$ cat config.mk
export PLATFORM = sky130hd
export DESIGN_NAME = heart_rate_packet_to_ecg_synth_core
export DESIGN_NICKNAME = d
export VERILOG_FILES = /design/src/design/hrecg_pkg.sv /design/src/design/heart_rate_packet_to_ecg_synth_core.sv
export SDC_FILE = /design/constraint.sdc
export NUM_CORES = 1
export LEC_CHECK = 0
export ABC_AREA = 1
export BUFFER_PORTS_ARGS = -buffer_cell sky130_fd_sc_hd__buf_4
export CAP_MARGIN = 20
export CORE_MARGIN = 3
export CORE_UTILIZATION = 37
export CTS_BUF_LIST = sky130_fd_sc_hd__clkbuf_2 sky130_fd_sc_hd__clkbuf_4 sky130_fd_sc_hd__clkbuf_8
export DETAILED_ROUTE_END_ITERATION = 6
export GPL_ROUTABILITY_DRIVEN = 0
export MAX_ROUTING_LAYER = met4
export SYNTH_ARGS = -nofsm -noshare
export SYNTH_HDL_FRONTEND = slang
export SYNTH_SLANG_ARGS = --single-unit
export TNS_END_PERCENT = 10
$ cat constraint.sdc
create_clock -name clk_i -period 13.9 [get_ports clk_i]
set_input_delay 0.695 -clock clk_i [delete_from_list [all_inputs] [get_ports clk_i]]
set_output_delay 0.695 -clock clk_i [all_outputs]
set_load 0.02 [all_outputs]
$ cat src/design/hrecg_pkg.sv
`timescale 1ns / 1ps
// ----------------------------------------------------------------------------
// hrecg_pkg
// Types, constants and helpers for the heart rate packet parser and ECG
// synthesizer.
// ----------------------------------------------------------------------------
package hrecg_pkg;

  localparam int MAX_INTERVALS = 10;
  localparam int CNT_W         = 4;
  localparam int LEN_W         = 11;
  localparam int RATE_W        = 11;
  localparam int PROD_W        = 27;

  localparam logic [LEN_W-1:0]  BUFFER_DEPTH   = 11'd1024;
  localparam logic [RATE_W-1:0] SAMPLE_RATE_RST = 11'd150;
  localparam logic [LEN_W-1:0]  TEMPLATE_LEN   = 11'd96;

  localparam logic [7:0] FLAG_RATE16    = 8'h01;
  localparam logic [7:0] FLAG_ENERGY    = 8'h08;
  localparam logic [7:0] FLAG_INTERVALS = 8'h10;

  typedef enum logic [2:0] {
    PH_FLAGS,
    PH_RATE_LO,
    PH_RATE_HI,
    PH_EN_LO,
    PH_EN_HI,
    PH_INTERVALS
  } phase_e;

  typedef enum logic {
    OP_BYTE   = 1'b0,
    OP_SAMPLE = 1'b1
  } op_e;

  typedef enum logic {
    KIND_SUMMARY = 1'b0,
    KIND_SAMPLE  = 1'b1
  } kind_e;

  typedef struct packed {
    logic       op;
    logic [7:0] packet_byte;
    logic       last_byte;
  } in_item_t;

  typedef struct packed {
    logic              kind;
    logic [15:0]       heart_rate;
    logic [15:0]       energy;
    logic [3:0]        interval_count;
    logic [10:0]       sample_total;
    logic [7:0]        missed_packets;
    logic signed [7:0] sample;
    logic              sample_valid;
    logic              last_sample;
  } out_item_t;

  localparam logic signed [7:0] BEAT_SHAPE [96] = '{
    8'sd0, 8'sd0, 8'sd1, 8'sd1, 8'sd2, 8'sd3, 8'sd2, 8'sd2, 8'sd3, 8'sd4, 8'sd5, 8'sd4,
    8'sd1, -8'sd1, -8'sd2, -8'sd2, -8'sd2, -8'sd1, -8'sd2, -8'sd3, -8'sd4, -8'sd2,
    8'sd0, -8'sd1, -8'sd6, -8'sd6, 8'sd13, 8'sd55, 8'sd99, 8'sd114, 8'sd90, 8'sd39,
    -8'sd5, -8'sd21, -8'sd14, -8'sd2, 8'sd3, 8'sd2, 8'sd0, 8'sd0, 8'sd0, 8'sd0,
    8'sd0, 8'sd1, 8'sd2, 8'sd3, 8'sd3, 8'sd4, 8'sd4, 8'sd5, 8'sd6, 8'sd7, 8'sd9,
    8'sd10, 8'sd11, 8'sd12, 8'sd14, 8'sd15, 8'sd17, 8'sd19, 8'sd21, 8'sd24, 8'sd27,
    8'sd29, 8'sd32, 8'sd35, 8'sd38, 8'sd41, 8'sd44, 8'sd46, 8'sd49, 8'sd51, 8'sd50,
    8'sd47, 8'sd42, 8'sd35, 8'sd27, 8'sd19, 8'sd12, 8'sd5, 8'sd4, 8'sd3, 8'sd2, 8'sd0,
    -8'sd2, -8'sd3, -8'sd5, -8'sd5, -8'sd5, -8'sd4, -8'sd3, -8'sd2, -8'sd2, -8'sd1,
    -8'sd1, 8'sd0
  };

  // Segment length of one interval, saturated at the buffer depth.
  function automatic logic [LEN_W-1:0] seg_from_prod(input logic [PROD_W-1:0] prod);
    logic [PROD_W-11:0] seg;
    begin
      seg = prod[PROD_W-1:10];
      if (seg > (PROD_W-10)'(BUFFER_DEPTH)) begin
        seg_from_prod = BUFFER_DEPTH;
      end else begin
        seg_from_prod = seg[LEN_W-1:0];
      end
    end
  endfunction

  // Add two sample counts, saturating at the buffer depth.
  function automatic logic [LEN_W-1:0] sat_add(input logic [LEN_W-1:0] a,
                                               input logic [LEN_W-1:0] b);
    logic [LEN_W:0] s;
    begin
      s = {1'b0, a} + {1'b0, b};
      if (s > {1'b0, BUFFER_DEPTH}) begin
        sat_add = BUFFER_DEPTH;
      end else begin
        sat_add = s[LEN_W-1:0];
      end
    end
  endfunction

  function automatic logic [LEN_W-1:0] min_len(input logic [LEN_W-1:0] a,
                                               input logic [LEN_W-1:0] b);
    min_len = (a < b) ? a : b;
  endfunction

endpackage

$ cat src/design/heart_rate_packet_to_ecg_synth_core.sv
`timescale 1ns / 1ps
// An accepted transaction's result is registered in the output or the skid register.
// Throughput: one transaction per cycle unless a rate sweep or a full skid register stalls
// input; a two-entry output stage absorbs one stall. A write of sample_rate recomputes the stored
// segment lengths one interval per cycle through the shared multiplier, holding off input.
// Reset: asynchronous, active low; parser idle, nothing to play, sample_rate = 150.
// ----------------------------------------------------------------------------
// heart_rate_packet_to_ecg_synth_core
// Parses heart rate measurement packets byte by byte, reports a summary per
// packet and plays a synthetic ECG stream sized from the RR intervals.
// ----------------------------------------------------------------------------
module heart_rate_packet_to_ecg_synth_core #(
  parameter int MaxIntervals = hrecg_pkg::MAX_INTERVALS
) (
  input  logic                                clk_i,
  input  logic                                rst_ni,
  input  logic                                in_valid_i,
  output logic                                in_stall_o,
  input  hrecg_pkg::in_item_t                 in_item_i,
  output logic                                out_valid_o,
  input  logic                                out_stall_i,
  output hrecg_pkg::out_item_t                out_item_o,
  input  logic                                cfg_we_i,
  input  logic [hrecg_pkg::RATE_W-1:0]        cfg_data_i
);

  localparam int IdxW  = (MaxIntervals > 1) ? $clog2(MaxIntervals) : 1;
  localparam int CntW  = hrecg_pkg::CNT_W;
  localparam int LenW  = hrecg_pkg::LEN_W;
  localparam logic [CntW-1:0] MaxCnt  = CntW'(MaxIntervals);
  localparam logic [IdxW-1:0] LastIdx = IdxW'(MaxIntervals - 1);

  // Parser state
  hrecg_pkg::phase_e   phase_q, phase_d;
  logic [7:0]          flags_q, flags_d;
  logic [15:0]         rate_q, rate_d;
  logic [15:0]         energy_q, energy_d;
  logic [7:0]          hold_q, hold_d;
  logic                pend_q, pend_d;
  logic [CntW-1:0]     fill_q, fill_d;
  logic [7:0]          missed_q, missed_d;
  logic [LenW-1:0]     sum_q, sum_d;

  // Playback state
  logic [CntW-1:0]     pseg_q, pseg_d;
  logic [LenW-1:0]     poff_q, poff_d;
  logic [LenW-1:0]     slen_q, slen_d;
  logic [LenW-1:0]     left_q, left_d;

  // Configuration and recompute sweep
  logic [hrecg_pkg::RATE_W-1:0] srate_q, srate_d;
  logic                sweep_q, sweep_d;
  logic [IdxW-1:0]     sidx_q, sidx_d;

  // Interval store and per-interval segment lengths
  logic [15:0]         store_q [MaxIntervals];
  logic [LenW-1:0]     seg_q   [MaxIntervals];
  logic                store_wr;
  logic                seg_wr;
  logic [IdxW-1:0]     seg_widx;

  // Output stage
  hrecg_pkg::out_item_t out_q, skid_q, res;
  logic                out_valid_q, skid_valid_q;
  logic                res_valid;
  logic                in_fire, out_fire;

  // Shared multiplier
  logic [15:0]                   mult_a;
  logic [hrecg_pkg::PROD_W-1:0]  prod;
  logic [LenW-1:0]               seg_new;

  logic [CntW-1:0]     nxt_seg;
  logic [LenW-1:0]     sum_base;
  logic [LenW-1:0]     seg0;
  logic [CntW-1:0]     seg_cur;
  logic [LenW-1:0]     off_cur;
  logic [LenW-1:0]     len_cur;

  assign in_stall_o  = sweep_q | skid_valid_q;
  assign in_fire     = in_valid_i & ~in_stall_o;
  assign out_valid_o = out_valid_q;
  assign out_item_o  = out_q;
  assign out_fire    = out_valid_q & ~out_stall_i;

  assign mult_a  = sweep_q ? store_q[sidx_q] : {in_item_i.packet_byte, hold_q};
  assign prod    = hrecg_pkg::PROD_W'(mult_a) * hrecg_pkg::PROD_W'(srate_q);
  assign seg_new = hrecg_pkg::seg_from_prod(prod);

  // Next segment with a nonzero length after the current one, else the fill count.
  always_comb begin
    nxt_seg = fill_q;
    for (int i = MaxIntervals - 1; i >= 0; i--) begin
      if ((CntW'(i) > pseg_q) && (CntW'(i) < fill_q) && (seg_q[i] != '0)) begin
        nxt_seg = CntW'(i);
      end
    end
  end

  always_comb begin
    phase_d  = phase_q;
    flags_d  = flags_q;
    rate_d   = rate_q;
    energy_d = energy_q;
    hold_d   = hold_q;
    pend_d   = pend_q;
    fill_d   = fill_q;
    missed_d = missed_q;
    sum_d    = sum_q;
    pseg_d   = pseg_q;
    poff_d   = poff_q;
    slen_d   = slen_q;
    left_d   = left_q;
    srate_d  = srate_q;
    sweep_d  = sweep_q;
    sidx_d   = sidx_q;
    store_wr = 1'b0;
    seg_wr   = 1'b0;
    seg_widx = fill_q[IdxW-1:0];
    res       = '0;
    res_valid = 1'b0;
    sum_base = '0;
    seg0     = '0;
    seg_cur  = pseg_q;
    off_cur  = poff_q;
    len_cur  = slen_q;

    // Recompute one segment length per cycle after a rate change
    if (sweep_q) begin
      seg_wr   = 1'b1;
      seg_widx = sidx_q;
      sum_base = (sidx_q == '0) ? '0 : sum_q;
      sum_d    = (CntW'(sidx_q) < fill_q) ? hrecg_pkg::sat_add(sum_base, seg_new) : sum_base;
      sweep_d  = (sidx_q != LastIdx);
      sidx_d   = sidx_q + 1'b1;
    end

    if (cfg_we_i) begin
      srate_d = cfg_data_i;
      sweep_d = 1'b1;
      sidx_d  = '0;
    end

    if (in_fire) begin
      if (in_item_i.op == hrecg_pkg::OP_BYTE) begin
        case (phase_q)
          hrecg_pkg::PH_FLAGS: begin
            flags_d  = in_item_i.packet_byte;
            rate_d   = '0;
            energy_d = '0;
            fill_d   = '0;
            sum_d    = '0;
            pend_d   = 1'b0;
            hold_d   = '0;
            left_d   = '0;
            phase_d  = hrecg_pkg::PH_RATE_LO;
          end
          hrecg_pkg::PH_RATE_LO: begin
            rate_d = {8'h00, in_item_i.packet_byte};
            if ((flags_q & hrecg_pkg::FLAG_RATE16) != '0) begin
              phase_d = hrecg_pkg::PH_RATE_HI;
            end else if ((flags_q & hrecg_pkg::FLAG_ENERGY) != '0) begin
              phase_d = hrecg_pkg::PH_EN_LO;
            end else begin
              phase_d = hrecg_pkg::PH_INTERVALS;
            end
          end
          hrecg_pkg::PH_RATE_HI: begin
            rate_d = {in_item_i.packet_byte, rate_q[7:0]};
            if ((flags_q & hrecg_pkg::FLAG_ENERGY) != '0) begin
              phase_d = hrecg_pkg::PH_EN_LO;
            end else begin
              phase_d = hrecg_pkg::PH_INTERVALS;
            end
          end
          hrecg_pkg::PH_EN_LO: begin
            energy_d = {8'h00, in_item_i.packet_byte};
            phase_d  = hrecg_pkg::PH_EN_HI;
          end
          hrecg_pkg::PH_EN_HI: begin
            energy_d = {in_item_i.packet_byte, energy_q[7:0]};
            phase_d  = hrecg_pkg::PH_INTERVALS;
          end
          default: begin
            if ((flags_q & hrecg_pkg::FLAG_INTERVALS) != '0) begin
              if (!pend_q) begin
                hold_d = in_item_i.packet_byte;
                pend_d = 1'b1;
              end else begin
                pend_d = 1'b0;
                // drop intervals beyond the store
                if (fill_q < MaxCnt) begin
                  store_wr = 1'b1;
                  seg_wr   = 1'b1;
                  sum_d    = hrecg_pkg::sat_add(sum_q, seg_new);
                  fill_d   = fill_q + 1'b1;
                end
              end
            end
          end
        endcase

        if (in_item_i.last_byte) begin
          if ((flags_d & hrecg_pkg::FLAG_INTERVALS) != '0) begin
            missed_d = '0;
          end else begin
            missed_d = missed_q + 1'b1;
          end
          seg0    = (seg_wr && (fill_q == '0)) ? seg_new : seg_q[0];
          pseg_d  = '0;
          poff_d  = '0;
          slen_d  = (fill_d != '0) ? hrecg_pkg::min_len(seg0, sum_d) : '0;
          left_d  = sum_d;
          phase_d = hrecg_pkg::PH_FLAGS;
          pend_d  = 1'b0;

          res_valid          = 1'b1;
          res.kind           = hrecg_pkg::KIND_SUMMARY;
          res.heart_rate     = rate_d;
          res.energy         = energy_d;
          res.interval_count = fill_d;
          res.sample_total   = sum_d;
          res.missed_packets = missed_d;
        end
      end else begin
        res_valid = 1'b1;
        res.kind  = hrecg_pkg::KIND_SAMPLE;
        if (left_q != '0) begin
          // advance past finished and empty segments
          if ((poff_q >= slen_q) && (pseg_q < fill_q)) begin
            seg_cur = nxt_seg;
            off_cur = '0;
            len_cur = (nxt_seg < fill_q)
                    ? hrecg_pkg::min_len(seg_q[nxt_seg[IdxW-1:0]], left_q) : left_q;
          end
          if ((seg_cur < fill_q) && (off_cur < hrecg_pkg::TEMPLATE_LEN)) begin
            res.sample = hrecg_pkg::BEAT_SHAPE[off_cur[6:0]];
          end
          pseg_d           = seg_cur;
          poff_d           = off_cur + 1'b1;
          slen_d           = len_cur;
          left_d           = left_q - 1'b1;
          res.sample_valid = 1'b1;
          res.last_sample  = (left_q == LenW'(1));
        end
      end
    end
  end

  always_ff @(posedge clk_i or negedge rst_ni) begin
    if (!rst_ni) begin
      phase_q  <= hrecg_pkg::PH_FLAGS;
      flags_q  <= '0;
      rate_q   <= '0;
      energy_q <= '0;
      hold_q   <= '0;
      pend_q   <= 1'b0;
      fill_q   <= '0;
      missed_q <= '0;
      sum_q    <= '0;
      pseg_q   <= '0;
      poff_q   <= '0;
      slen_q   <= '0;
      left_q   <= '0;
      srate_q  <= hrecg_pkg::SAMPLE_RATE_RST;
      sweep_q  <= 1'b0;
      sidx_q   <= '0;
    end else begin
      phase_q  <= phase_d;
      flags_q  <= flags_d;
      rate_q   <= rate_d;
      energy_q <= energy_d;
      hold_q   <= hold_d;
      pend_q   <= pend_d;
      fill_q   <= fill_d;
      missed_q <= missed_d;
      sum_q    <= sum_d;
      pseg_q   <= pseg_d;
      poff_q   <= poff_d;
      slen_q   <= slen_d;
      left_q   <= left_d;
      srate_q  <= srate_d;
      sweep_q  <= sweep_d;
      sidx_q   <= sidx_d;
    end
  end

  always_ff @(posedge clk_i) begin
    if (store_wr) begin
      store_q[fill_q[IdxW-1:0]] <= {in_item_i.packet_byte, hold_q};
    end
    if (seg_wr) begin
      seg_q[seg_widx] <= seg_new;
    end
  end

  // Two-entry output stage: a result parks in the skid register while the output is stalled
  always_ff @(posedge clk_i or negedge rst_ni) begin
    if (!rst_ni) begin
      out_valid_q  <= 1'b0;
      skid_valid_q <= 1'b0;
    end else if (skid_valid_q) begin
      if (out_fire) begin
        skid_valid_q <= 1'b0;
      end
    end else if (res_valid) begin
      if (out_valid_q && !out_fire) begin
        skid_valid_q <= 1'b1;
      end else begin
        out_valid_q <= 1'b1;
      end
    end else if (out_fire) begin
      out_valid_q <= 1'b0;
    end
  end

  always_ff @(posedge clk_i) begin
    if (skid_valid_q) begin
      if (out_fire) begin
        out_q <= skid_q;
      end
    end else if (res_valid) begin
      if (out_valid_q && !out_fire) begin
        skid_q <= res;
      end else begin
        out_q <= res;
      end
    end
  end

endmodule

== After elaboration in Yosys (flattened, before gate mapping) ==
Memory sizes are Yosys's and may differ from the RTL's.
Index checks and enable logic that the tools add are counted.
W data, S select, Z words.

* Bits in read-only memories: 1,024
* Input port bits: 26
* Memories: 3
* Output and inout bits: 68
* RAM bits: 270
* Logic and storage cells: 288
* Register bits after elaboration: 259

{| class="wikitable"
|+ Memory list
! name !! words !! bits a word !! rd ports !! clocked after memory_dff !! write ports !! RTL line !! RTL
|-
| (name not given) || 128 || 8 || 1 || 0 || 0 || heart_rate_packet_to_ecg_synth_core.sv:237 || <nowiki>res.sample = hrecg_pkg::BEAT_SHAPE[off_cur[6:0]];</nowiki>
|-
| store_q || 10 || 16 || 1 || 0 || 1 || heart_rate_packet_to_ecg_synth_core.sv:56 || <nowiki>logic [15:0] store_q [MaxIntervals];</nowiki>
|-
| seg_q || 10 || 11 || 11 || 0 || 1 || heart_rate_packet_to_ecg_synth_core.sv:57 || <nowiki>logic [LenW-1:0] seg_q [MaxIntervals];</nowiki>
|}

* Bitwise logic cells: 9
* Eq/ne operators: 14
* Magnitude comparators: 33
* Multiply operators: 1
* $add $sub $neg: 7
* Multiplexer cells: 122
* Reductions and logical operators: 62

{| class="wikitable"
|+ Operators by type and width
! operator !! count
|-
| $mux W11 || 33
|-
| $mux W66 || 5
|-
| $reduce_bool A11 Y1 || 11
|-
| $mux W55 || 2
|-
| $mux W4 || 25
|-
| $pmux W16 S3 || 2
|-
| $mux W8 || 6
|-
| $mux W1 || 35
|-
| $mul A16 B11 Y27 || 1
|-
| $add A11 B11 Y12 || 2
|-
| $gt A12 B11 Y1 const B || 2
|-
| $logic_and A1 B1 Y1 || 24
|-
| $reduce_and A3 Y1 || 8
|-
| $lt A11 B11 Y1 || 2
|-
| $pmux W11 S2 || 1
|-
| $mux W10 || 2
|-
| $gt A17 B11 Y1 const B || 1
|-
| $gt A3 B4 Y1 const A || 4
|-
| $lt A3 B4 Y1 const A || 4
|-
| $lt A4 B4 Y1 || 4
|-
| $mux W16 || 1
|-
| $pmux W8 S2 || 1
|-
| $mux W5 || 3
|-
| $pmux W3 S5 || 1
|-
| 41 further kinds || 68
|}

== Longest topological paths before layout ==
Gate-level depths: netlist (run 1).

* Word-level depth: 26
* Depth in mapped cells: 68
* Depth with buffers taken out: 67

== Least setup slack after synthesis (run 1) ==
No wires, ideal clock.

* Path kind: register to register
* Start: reg sidx_q[0]
* End: reg slen_q[9]
* Stages on the path, launching flop included: 52
* Buffers on the path: 5
* Library setup time: 121 ps
* Required time: 13,779 ps
* Data arrival time: 10,300 ps
* Clock period less this slack: 10,421 ps
* Slack: 3,479 ps
* Cell sequence: dfrtp_1 > buf_6 > buf_8 > clkbuf_1 > clkbuf_1 > nor2_1 > o211ai_1 > o21ai_0 > inv_1 > nand2_1 > fa_1 > inv_1 > fa_1 > fa_1 > fa_1 > inv_1 > fa_1 > inv_1 > (+16 left out) > or2_2 > nor3_1 > nand3_1 > nor2_1 > nand3b_1 > a21oi_2 > nand2_1 > nand2_1 > nand2_1 > ha_1 > a21oi_1 > nor2_1 > a211oi_1 > o221a_2 > clkbuf_1 > nand3_1 > nand3_1 > a21oi_1

* Cells in the longest elaborated chain, start to end: 21
* Elaborated cells on any way between the ends: 28
* Classes of those cells: add/sub (2); mul (1); order compare (5); mux (18); reduce/logical (1); memory (1)

{| class="wikitable"
|+ Ends and longest elaborated chain
! item !! RTL line !! RTL
|-
| from (decl) || heart_rate_packet_to_ecg_synth_core.sv:53 || <nowiki>logic [IdxW-1:0] sidx_q, sidx_d;</nowiki>
|-
| from (signal assigned) || heart_rate_packet_to_ecg_synth_core.sv:284 || <nowiki>sidx_q <= sidx_d;</nowiki>
|-
| $mem_v2 Z10 W16 (*) || -- ||
|-
| $mux W16 (*) || heart_rate_packet_to_ecg_synth_core.sv:86 || <nowiki>assign mult_a = sweep_q ? store_q[sidx_q] : {in_item_i.packet_byte, hold_q};</nowiki>
|-
| $mul A16 B11 Y27 (*) || heart_rate_packet_to_ecg_synth_core.sv:87 || <nowiki>assign prod = hrecg_pkg::PROD_W'(mult_a) * hrecg_pkg::PROD_W'(srate_q);</nowiki>
|-
| $gt A17 B11 Y1 || hrecg_pkg.sv:78 || <nowiki>if (seg > (PROD_W-10)'(BUFFER_DEPTH)) begin</nowiki>
|-
| $mux W11 (*) || hrecg_pkg.sv:78 ||
|-
| named net seg_new[0] || heart_rate_packet_to_ecg_synth_core.sv:71 || <nowiki>logic [LenW-1:0] seg_new;</nowiki>
|-
| $add A11 B11 Y12 || hrecg_pkg.sv:91 || <nowiki>s = {1'b0, a} + {1'b0, b};</nowiki>
|-
| $gt A12 B11 Y1 || hrecg_pkg.sv:92 || <nowiki>if (s > {1'b0, BUFFER_DEPTH}) begin</nowiki>
|-
| (+6 left out) || -- ||
|-
| $pmux W11 S2 || heart_rate_packet_to_ecg_synth_core.sv:146 || <nowiki>case (phase_q)</nowiki>
|-
| $mux W11 || heart_rate_packet_to_ecg_synth_core.sv:145 || <nowiki>if (in_item_i.op == hrecg_pkg::OP_BYTE) begin</nowiki>
|-
| $mux W11 || heart_rate_packet_to_ecg_synth_core.sv:144 || <nowiki>if (in_fire) begin</nowiki>
|-
| $lt A11 B11 Y1 || hrecg_pkg.sv:102 || <nowiki>min_len = (a < b) ? a : b;</nowiki>
|-
| $mux W11 (*) || hrecg_pkg.sv:102 ||
|-
| $mux W11 (*) || heart_rate_packet_to_ecg_synth_core.sv:212 || <nowiki>slen_d = (fill_d != '0) ? hrecg_pkg::min_len(seg0, sum_d) : '0;</nowiki>
|-
| $mux W11 (*) || heart_rate_packet_to_ecg_synth_core.sv:203 || <nowiki>if (in_item_i.last_byte) begin</nowiki>
|-
| $mux W11 (*) || heart_rate_packet_to_ecg_synth_core.sv:145 ||
|-
| to (signal assigned) || heart_rate_packet_to_ecg_synth_core.sv:280 || <nowiki>slen_q <= slen_d;</nowiki>
|-
| to (decl) || heart_rate_packet_to_ecg_synth_core.sv:47 || <nowiki>logic [LenW-1:0] slen_q, slen_d;</nowiki>
|}

Mark *: on every way through the listed nets, which the timed path passes. The rest lies on a longest branch. The select of a mux whose other input is x is not followed.
A chain may end at the register's enable or synchronous reset.

== Final worst setup path (run 1) ==
* Start: reg sidx_q[0]
* End: reg slen_q[4]

Same word-level chain as after synthesis.

==> results.toml, run 1 <==
[synthesis]
synth_edf_count = 468
yosysSeqAreaShare_pct = 49.80
ys_top_cells_by_area = "edfxtp_1 (41%), dfrtp_1 (8.8%), fa_1 (7.3%)"
synth_ff_type = "edfxtp_1"
syn-instance-count = 3715
async_flop_share_pct = 21.08
synth_most_common_cell = "nand2_1"
synth.distinct_cells = 62
avgSynthCellArea_um2 = 9.289
synth_commonest_cells = "nand2_1 (666), inv_1 (504), nor2_1 (469)"
synth_top_area_cell = "edfxtp_1"
synth_seq_cells = 593
ys_warn_count = 0
netlist_area_mm2 = 0.03451
synth.top_cell.area_share_pct = 40.72
syn-num-nets = 4009

[clock_network]
cts_setup_buffers = 0
cts_tree = "done"
numCtsBuffers = 99
clkTransAtPathRegs_ns = 0.06
clk_latency_ns = 0.74
clkSinkCount = 593
cts_buffer_depth = 3
h-tree-depth = 3
cts-root-buf = "clkbuf_8"

[floorplan]
die_h_um = 311.4
initial_utilization_pct = 37.48
die_area_mm2 = 0.09697
rows = 111
fp.dieW_um = 311.4
ios = 94
core_area_mm2 = 0.09208

[timing]
finalSetupViolCount = 0
report.final.slew_viol_count = 0
layout_min_cycle_time_ns = 12.36
maxSlewHeadroom_pct = 24.49
skew_ns = 0.07146
hold_viol = 0
hold_slack_ns = 0.2153
max_freq_mhz = 80.91
tightest_slew_ns = 1.121
rsz0062_at_grt = "no"
finalCritPeriodShare_pct = 88.92
tns_ns = 0

[global_route]
grt.overflow.total = 0
grt_pass1_wl_mm = 152.9
antenna_found_initial = 3
grt_pass1_vias = 26800
grt_max_degree = 90
grt_usage_pct = 20.53

[drt]
drt_first_pass_iters = 6
drt_iter0_drc = 2511
drcViolationCount = 0
vias = 27180
postRouteAntennaNets = 0
routedWlPerCell_um = 18.98
via_per_inst = 5.269
finalWirelength_mm = 97.90

[setup_path]
endpoint_kind = "flip-flop"
cp_slowest_cell = "a21oi_2"
max_stage_delay_ns = 0.61
path_common_cell = "nand2_1"
critPathKind = "flip-flop to flip-flop"
required_ns = 14.50
arrival_ns = 12.95
critPathLaunchType = "flip-flop"
crit_path_max_fanout = 33

[power_and_ir_drop]
p_leak_nw = 15.94
power_density_mw_per_mm2 = 254.5
irDropWorstVdd_mv = 0.3142

[status]
status = "finished, final reports clean"

[job]
maxCapViolations = 0

[cells_and_area]
syn2layout_area_growth_pct = 12.37
layout-drive-gt1-share_pct = 9.870
fillers = 9015
final_nets = 4122

[placed_design]
port-buffer-count = 93
hpwl_mm = 69.58

[hold_path]
hold_class = "primary input to flip-flop"
-- metrics by stage --
stage	setup WS [ns]	power, mW	instance area, um2	instances	util, %
global placement	1.853	8.179	36650	4963	39.80
detailed placement	1.676	8.189	36690	4967	39.84
CTS	1.607	9.842	38750	5152	42.09
floorplan	3.479	6.551	34510	3715	-
finish	1.541	9.868	38780	5158	42.11
global route	0.4483	10.78	38780	5157	42.11
-- per-layer routing --
metal  track usage (%)  share of wire (%)  vias up
met4             7.945                3.7        0
met5                 -                  0        -
li1                  -                  -    12840
met3             3.664                6.4      210
met1             26.33                 43    13170
met2             32.46                 47      964
-- sequential cells by signal, indices dropped and copies added, names as in the netlist, 8 cells and up --
name / cells
energy_q: 16
store_q: 160
seg_q: 176
skid_q: 66
out_item_o: 66
srate_q: 11
slen_q: 11
left_q: 11
sum_q: 11
missed_q: 8
poff_q: 11
rate_q: 16
hold_q: 8
-- repair_timing --
action	in CTS	in global routing
endpoints found under the hold margin	1	0
hold buffers	1	0
resized for setup	0	0
-- worst paths after layout --
kind | to | slack (ns) | from | cells after the start
worst max-delay path | slen_q[4] | 1.54 | sidx_q[0] | 50
worst min-delay path | srate_q[6] | 0.22 | cfg_data_i[6] | 3
worst max register to register | slen_q[4] | 1.54 | sidx_q[0] | 50
worst min register to register | out_item_o[65] | 0.48 | skid_q[65] | 2
max in group asynchronous | skid_valid_q | 11.99 | rst_ni | 3
min in group asynchronous | srate_q[0] | 0.58 | rst_ni | 2
-- layout make-up --
type | instances | area (um2) | share of cell area, %
clock buffers | 138 | 1712 | 4.414
well taps | 1243 | 1555 | 4.011
flip-flops and latches | 593 | 17190 | 44.33
diodes | 4 | 10.01 | 0.02581
repair buffers | 145 | 1106 | 2.852
clock inverters | 46 | 344.1 | 0.8873
multi-input cells | 2474 | 14930 | 38.50
inverters | 515 | 1933 | 4.985
-- cell usage in the layout (no fill, tap or decap), types with 5 or more instances in the layout --
master,synthesis,routed
clkinv_1,6,31
clkbuf_4,0,30
nand3_2,6,6
a21oi_2,1,6
mux2_2,7,7
nand4_1,22,22
nand2_1,666,664
nor4_1,23,23
a31oi_1,13,13
clkbuf_8,0,108
ha_1,142,142
o21ai_1,7,7
inv_2,5,7
a22oi_1,5,5
nor3_2,0,6
mux2i_1,14,14
o221ai_1,25,25
xor2_1,13,13
o21bai_1,6,6
nor2_2,4,9
inv_1,504,502
o22ai_1,87,87
edfxtp_1,468,468
nor3_1,54,48
nand2_2,15,16
nand3_1,128,128
clkinv_2,0,11
nor2_1,469,462
dfrtp_1,121,119
buf_4,5,141
o21ai_0,378,378
o2111ai_1,8,8
o211ai_1,39,39
nor2_4,4,6
o32ai_1,10,10
a211oi_1,10,10
a21oi_1,145,139
nand3b_1,11,11
fa_1,126,126
-- worst max-delay path: cells and delay by family (launching register included) --
kind | cells | cell delay (ns)
adder cells (fa/ha/maj) | 9 | 4.11
flip-flops | 1 | 0.50
buffers and inverters | 7 | 1.57
AND/OR/NAND/NOR | 22 | 2.82
AO/OA/AOI/OAI | 12 | 3.14
-- where the power goes --
part,switching (mW),internal [mW],total [mW]
Sequential,0.0466,2.15,2.20
Clock,0.737,0.875,1.61
Combinational,4.16,1.90,6.06
-- logic make-up after synthesis --
kind of cell / Yosys count / share of synthesized area [%]
AOI/OAI and AO/OA: 760 / 12.56
xor gates and xnor gates: 15 / 0.4025
buffers and inverters: 648 / 7.237
adders and majority gates: 268 / 12.46
and+or+nand+nor: 1410 / 16.91
DFF: 593 / 49.80
muxes: 21 / 0.6345
(Power assumes the default switching activity.)
==> run 2, diff against run 1 <==
- GPL_TIMING_DRIVEN: default -> 0
- REMOVE_ABC_BUFFERS: default -> 1
==> results.toml, run 2 (synthesis results as in run 1) <==
[status]
status = "finished, final reports clean"

[drt]
drcViolationCount = 0
vias = 26760
postRouteAntennaNets = 0
finalWirelength_mm = 94.60
routedWlPerCell_um = 18.37
drt_first_pass_iters = 6
drt_iter0_drc = 2553
via_per_inst = 5.198

[timing]
finalSetupViolCount = 0
layout_min_cycle_time_ns = 12.83
skew_ns = 0.04771
tightest_slew_ns = 1.151
finalCritPeriodShare_pct = 92.32
hold_viol = 0
report.final.slew_viol_count = 0
max_freq_mhz = 77.92
maxSlewHeadroom_pct = 22.78
tns_ns = 0

[cells_and_area]
layout-drive-gt1-share_pct = 9.885
final_cell_mix = "nand2_1 (664), inv_1 (501), edfxtp_1 (468), nor2_1 (462), o21ai_0 (376)"
postLayoutCoreUtil_pct = 42.52
layout_commonest_cell = "nand2_1"
final_area_mm2 = 0.03915
final_nets = 4120
regMostFlops = "seg_q"
syn2layout_area_growth_pct = 13.46
largest_reg_flops = 176

[hold_path]
whs_path_depth = 3
hold_class = "primary input to flip-flop"
worstHoldStart = "cfg_data_i[10]"
min_to = "srate_q[10]"

[clock_network]
numCtsBuffers = 98
cts_buffer_depth = 3
clkTransAtPathRegs_ns = 0.07
cts_tree = "done"
clk_latency_ns = 0.73
clkSinkCount = 593
h-tree-depth = 3
cts-root-buf = "clkbuf_8"

[global_route]
antenna_found_initial = 1
grt_pass1_vias = 26250
grt_max_degree = 93
grt_pass1_wl_mm = 149.1
grt.overflow.total = 0
grt_usage_pct = 19.89

[floorplan]
ios = 94
fp.dieW_um = 311.4
die_area_mm2 = 0.09697
die_h_um = 311.4
initial_utilization_pct = 37.48
rows = 111
core_area_mm2 = 0.09208

[placed_design]
port-buffer-count = 93
hpwl_mm = 67.17
place_area_mm2 = 0.03698

[setup_path]
r2r_slack_ns = 1.07
endpoint_kind = "flip-flop"
arrival_ns = 13.46
rr_endpoint = "slen_q[10]"
r2r_start = "sidx_q[0]"
required_ns = 14.52
path_common_cell = "nand2_1"
crit_path_max_fanout = 54
critPathLaunchType = "flip-flop"
critPathKind = "flip-flop to flip-flop"
r2r_cells = 59
max_stage_delay_ns = 0.75
cp_slowest_cell = "dfrtp_4"

[power_and_ir_drop]
p_int_mw = 4.964
combPwrFrac_pct = 61.5
clockPowerShare_pct = 16.3
power_density_mw_per_mm2 = 253.4
seqPwrFrac_pct = 22.2
swShare_pct = 49.97
irDropWorstVdd_mv = 0.4079
switchingPower_mw = 4.958
p_leak_nw = 16.05

[job]
maxCapViolations = 0
run 2: metrics by stage:
step	instances	setup WS [ns]	total power [mW]	hold WS, ns
after floorplan	3582	2.084	6.510	0.3994
after global placement	4918	-3.192	8.086	0.4874
after detailed placement	4960	0.5762	8.236	0.5029
after CTS	5140	0.5420	9.900	0.1264
after global routing	5149	-0.01043	10.92	0.1749
final	5149	1.067	9.922	0.1833
run 2: worst max path at each step:
| stage | slack (ns) | start | cells after the start | endpoint |
|---|---|---|---|---|
| after floorplan | 2.08 | sidx_q[0] | 50 | slen_q[10] |
| after global placement | -3.19 | sidx_q[0] | 53 | slen_q[10] |
| after detailed placement | 0.58 | sidx_q[0] | 61 | slen_q[10] |
| after CTS | 0.54 | sidx_q[0] | 61 | slen_q[10] |
| after global routing | -0.01 | sidx_q[0] | 59 | slen_q[0] |
| final | 1.07 | sidx_q[0] | 59 | slen_q[10] |
run 2: power by group through the flow:
stage | clock [mW] | combinational, mW | sequential [mW]
2_1_floorplan | 0 | 4.29 | 2.22
3_3_place_gp | 0 | 5.84 | 2.25
3_5_place_dp | 0 | 6.00 | 2.24
4_1_cts | 1.66 | 6.04 | 2.20
5_1_grt | 1.73 | 6.98 | 2.21
6_report | 1.62 | 6.10 | 2.20
run 2: final cells by class:
| class | instances | area [um2] |
|---|---|---|
| Timing Repair Buffer | 144 | 1480 |
| Tap cell | 1243 | 1555 |
| Sequential cell | 593 | 17190 |
| Inverter | 515 | 1936 |
| Antenna cell | 1 | 2.502 |
| Multi-Input combinational cell | 2474 | 14950 |
| Clock buffer | 131 | 1634 |
| Clock inverter | 48 | 405.4 |
| Fill cell | 8892 | 52930 |
run 2: worst max-delay path: cells and delay by family, from the launching register on:
family | cells | cell delay [ns]
flip-flops | 1 | 0.75
adder cells (fa/ha/maj) | 9 | 3.78
AO/OA/AOI/OAI | 16 | 3.71
buffers and inverters | 7 | 1.35
AND/OR/NAND/NOR | 27 | 3.08
run 2: timing repair:
action,4_1_cts,5_1_grt
hold buffers,1,0
endpoints found under the hold margin,29,0
resized for setup,0,5
setup endpoints to repair,0,11
setup buffers,0,1
run 2: routing by layer:
| metal | part of all wire [%] | track usage, % |
|---|---|---|
| met1 | 44 | 26.33 |
| met5 | 0 | - |
| met3 | 6.1 | 2.906 |
| met2 | 48 | 31.87 |
| met4 | 2.4 | 5.827 |
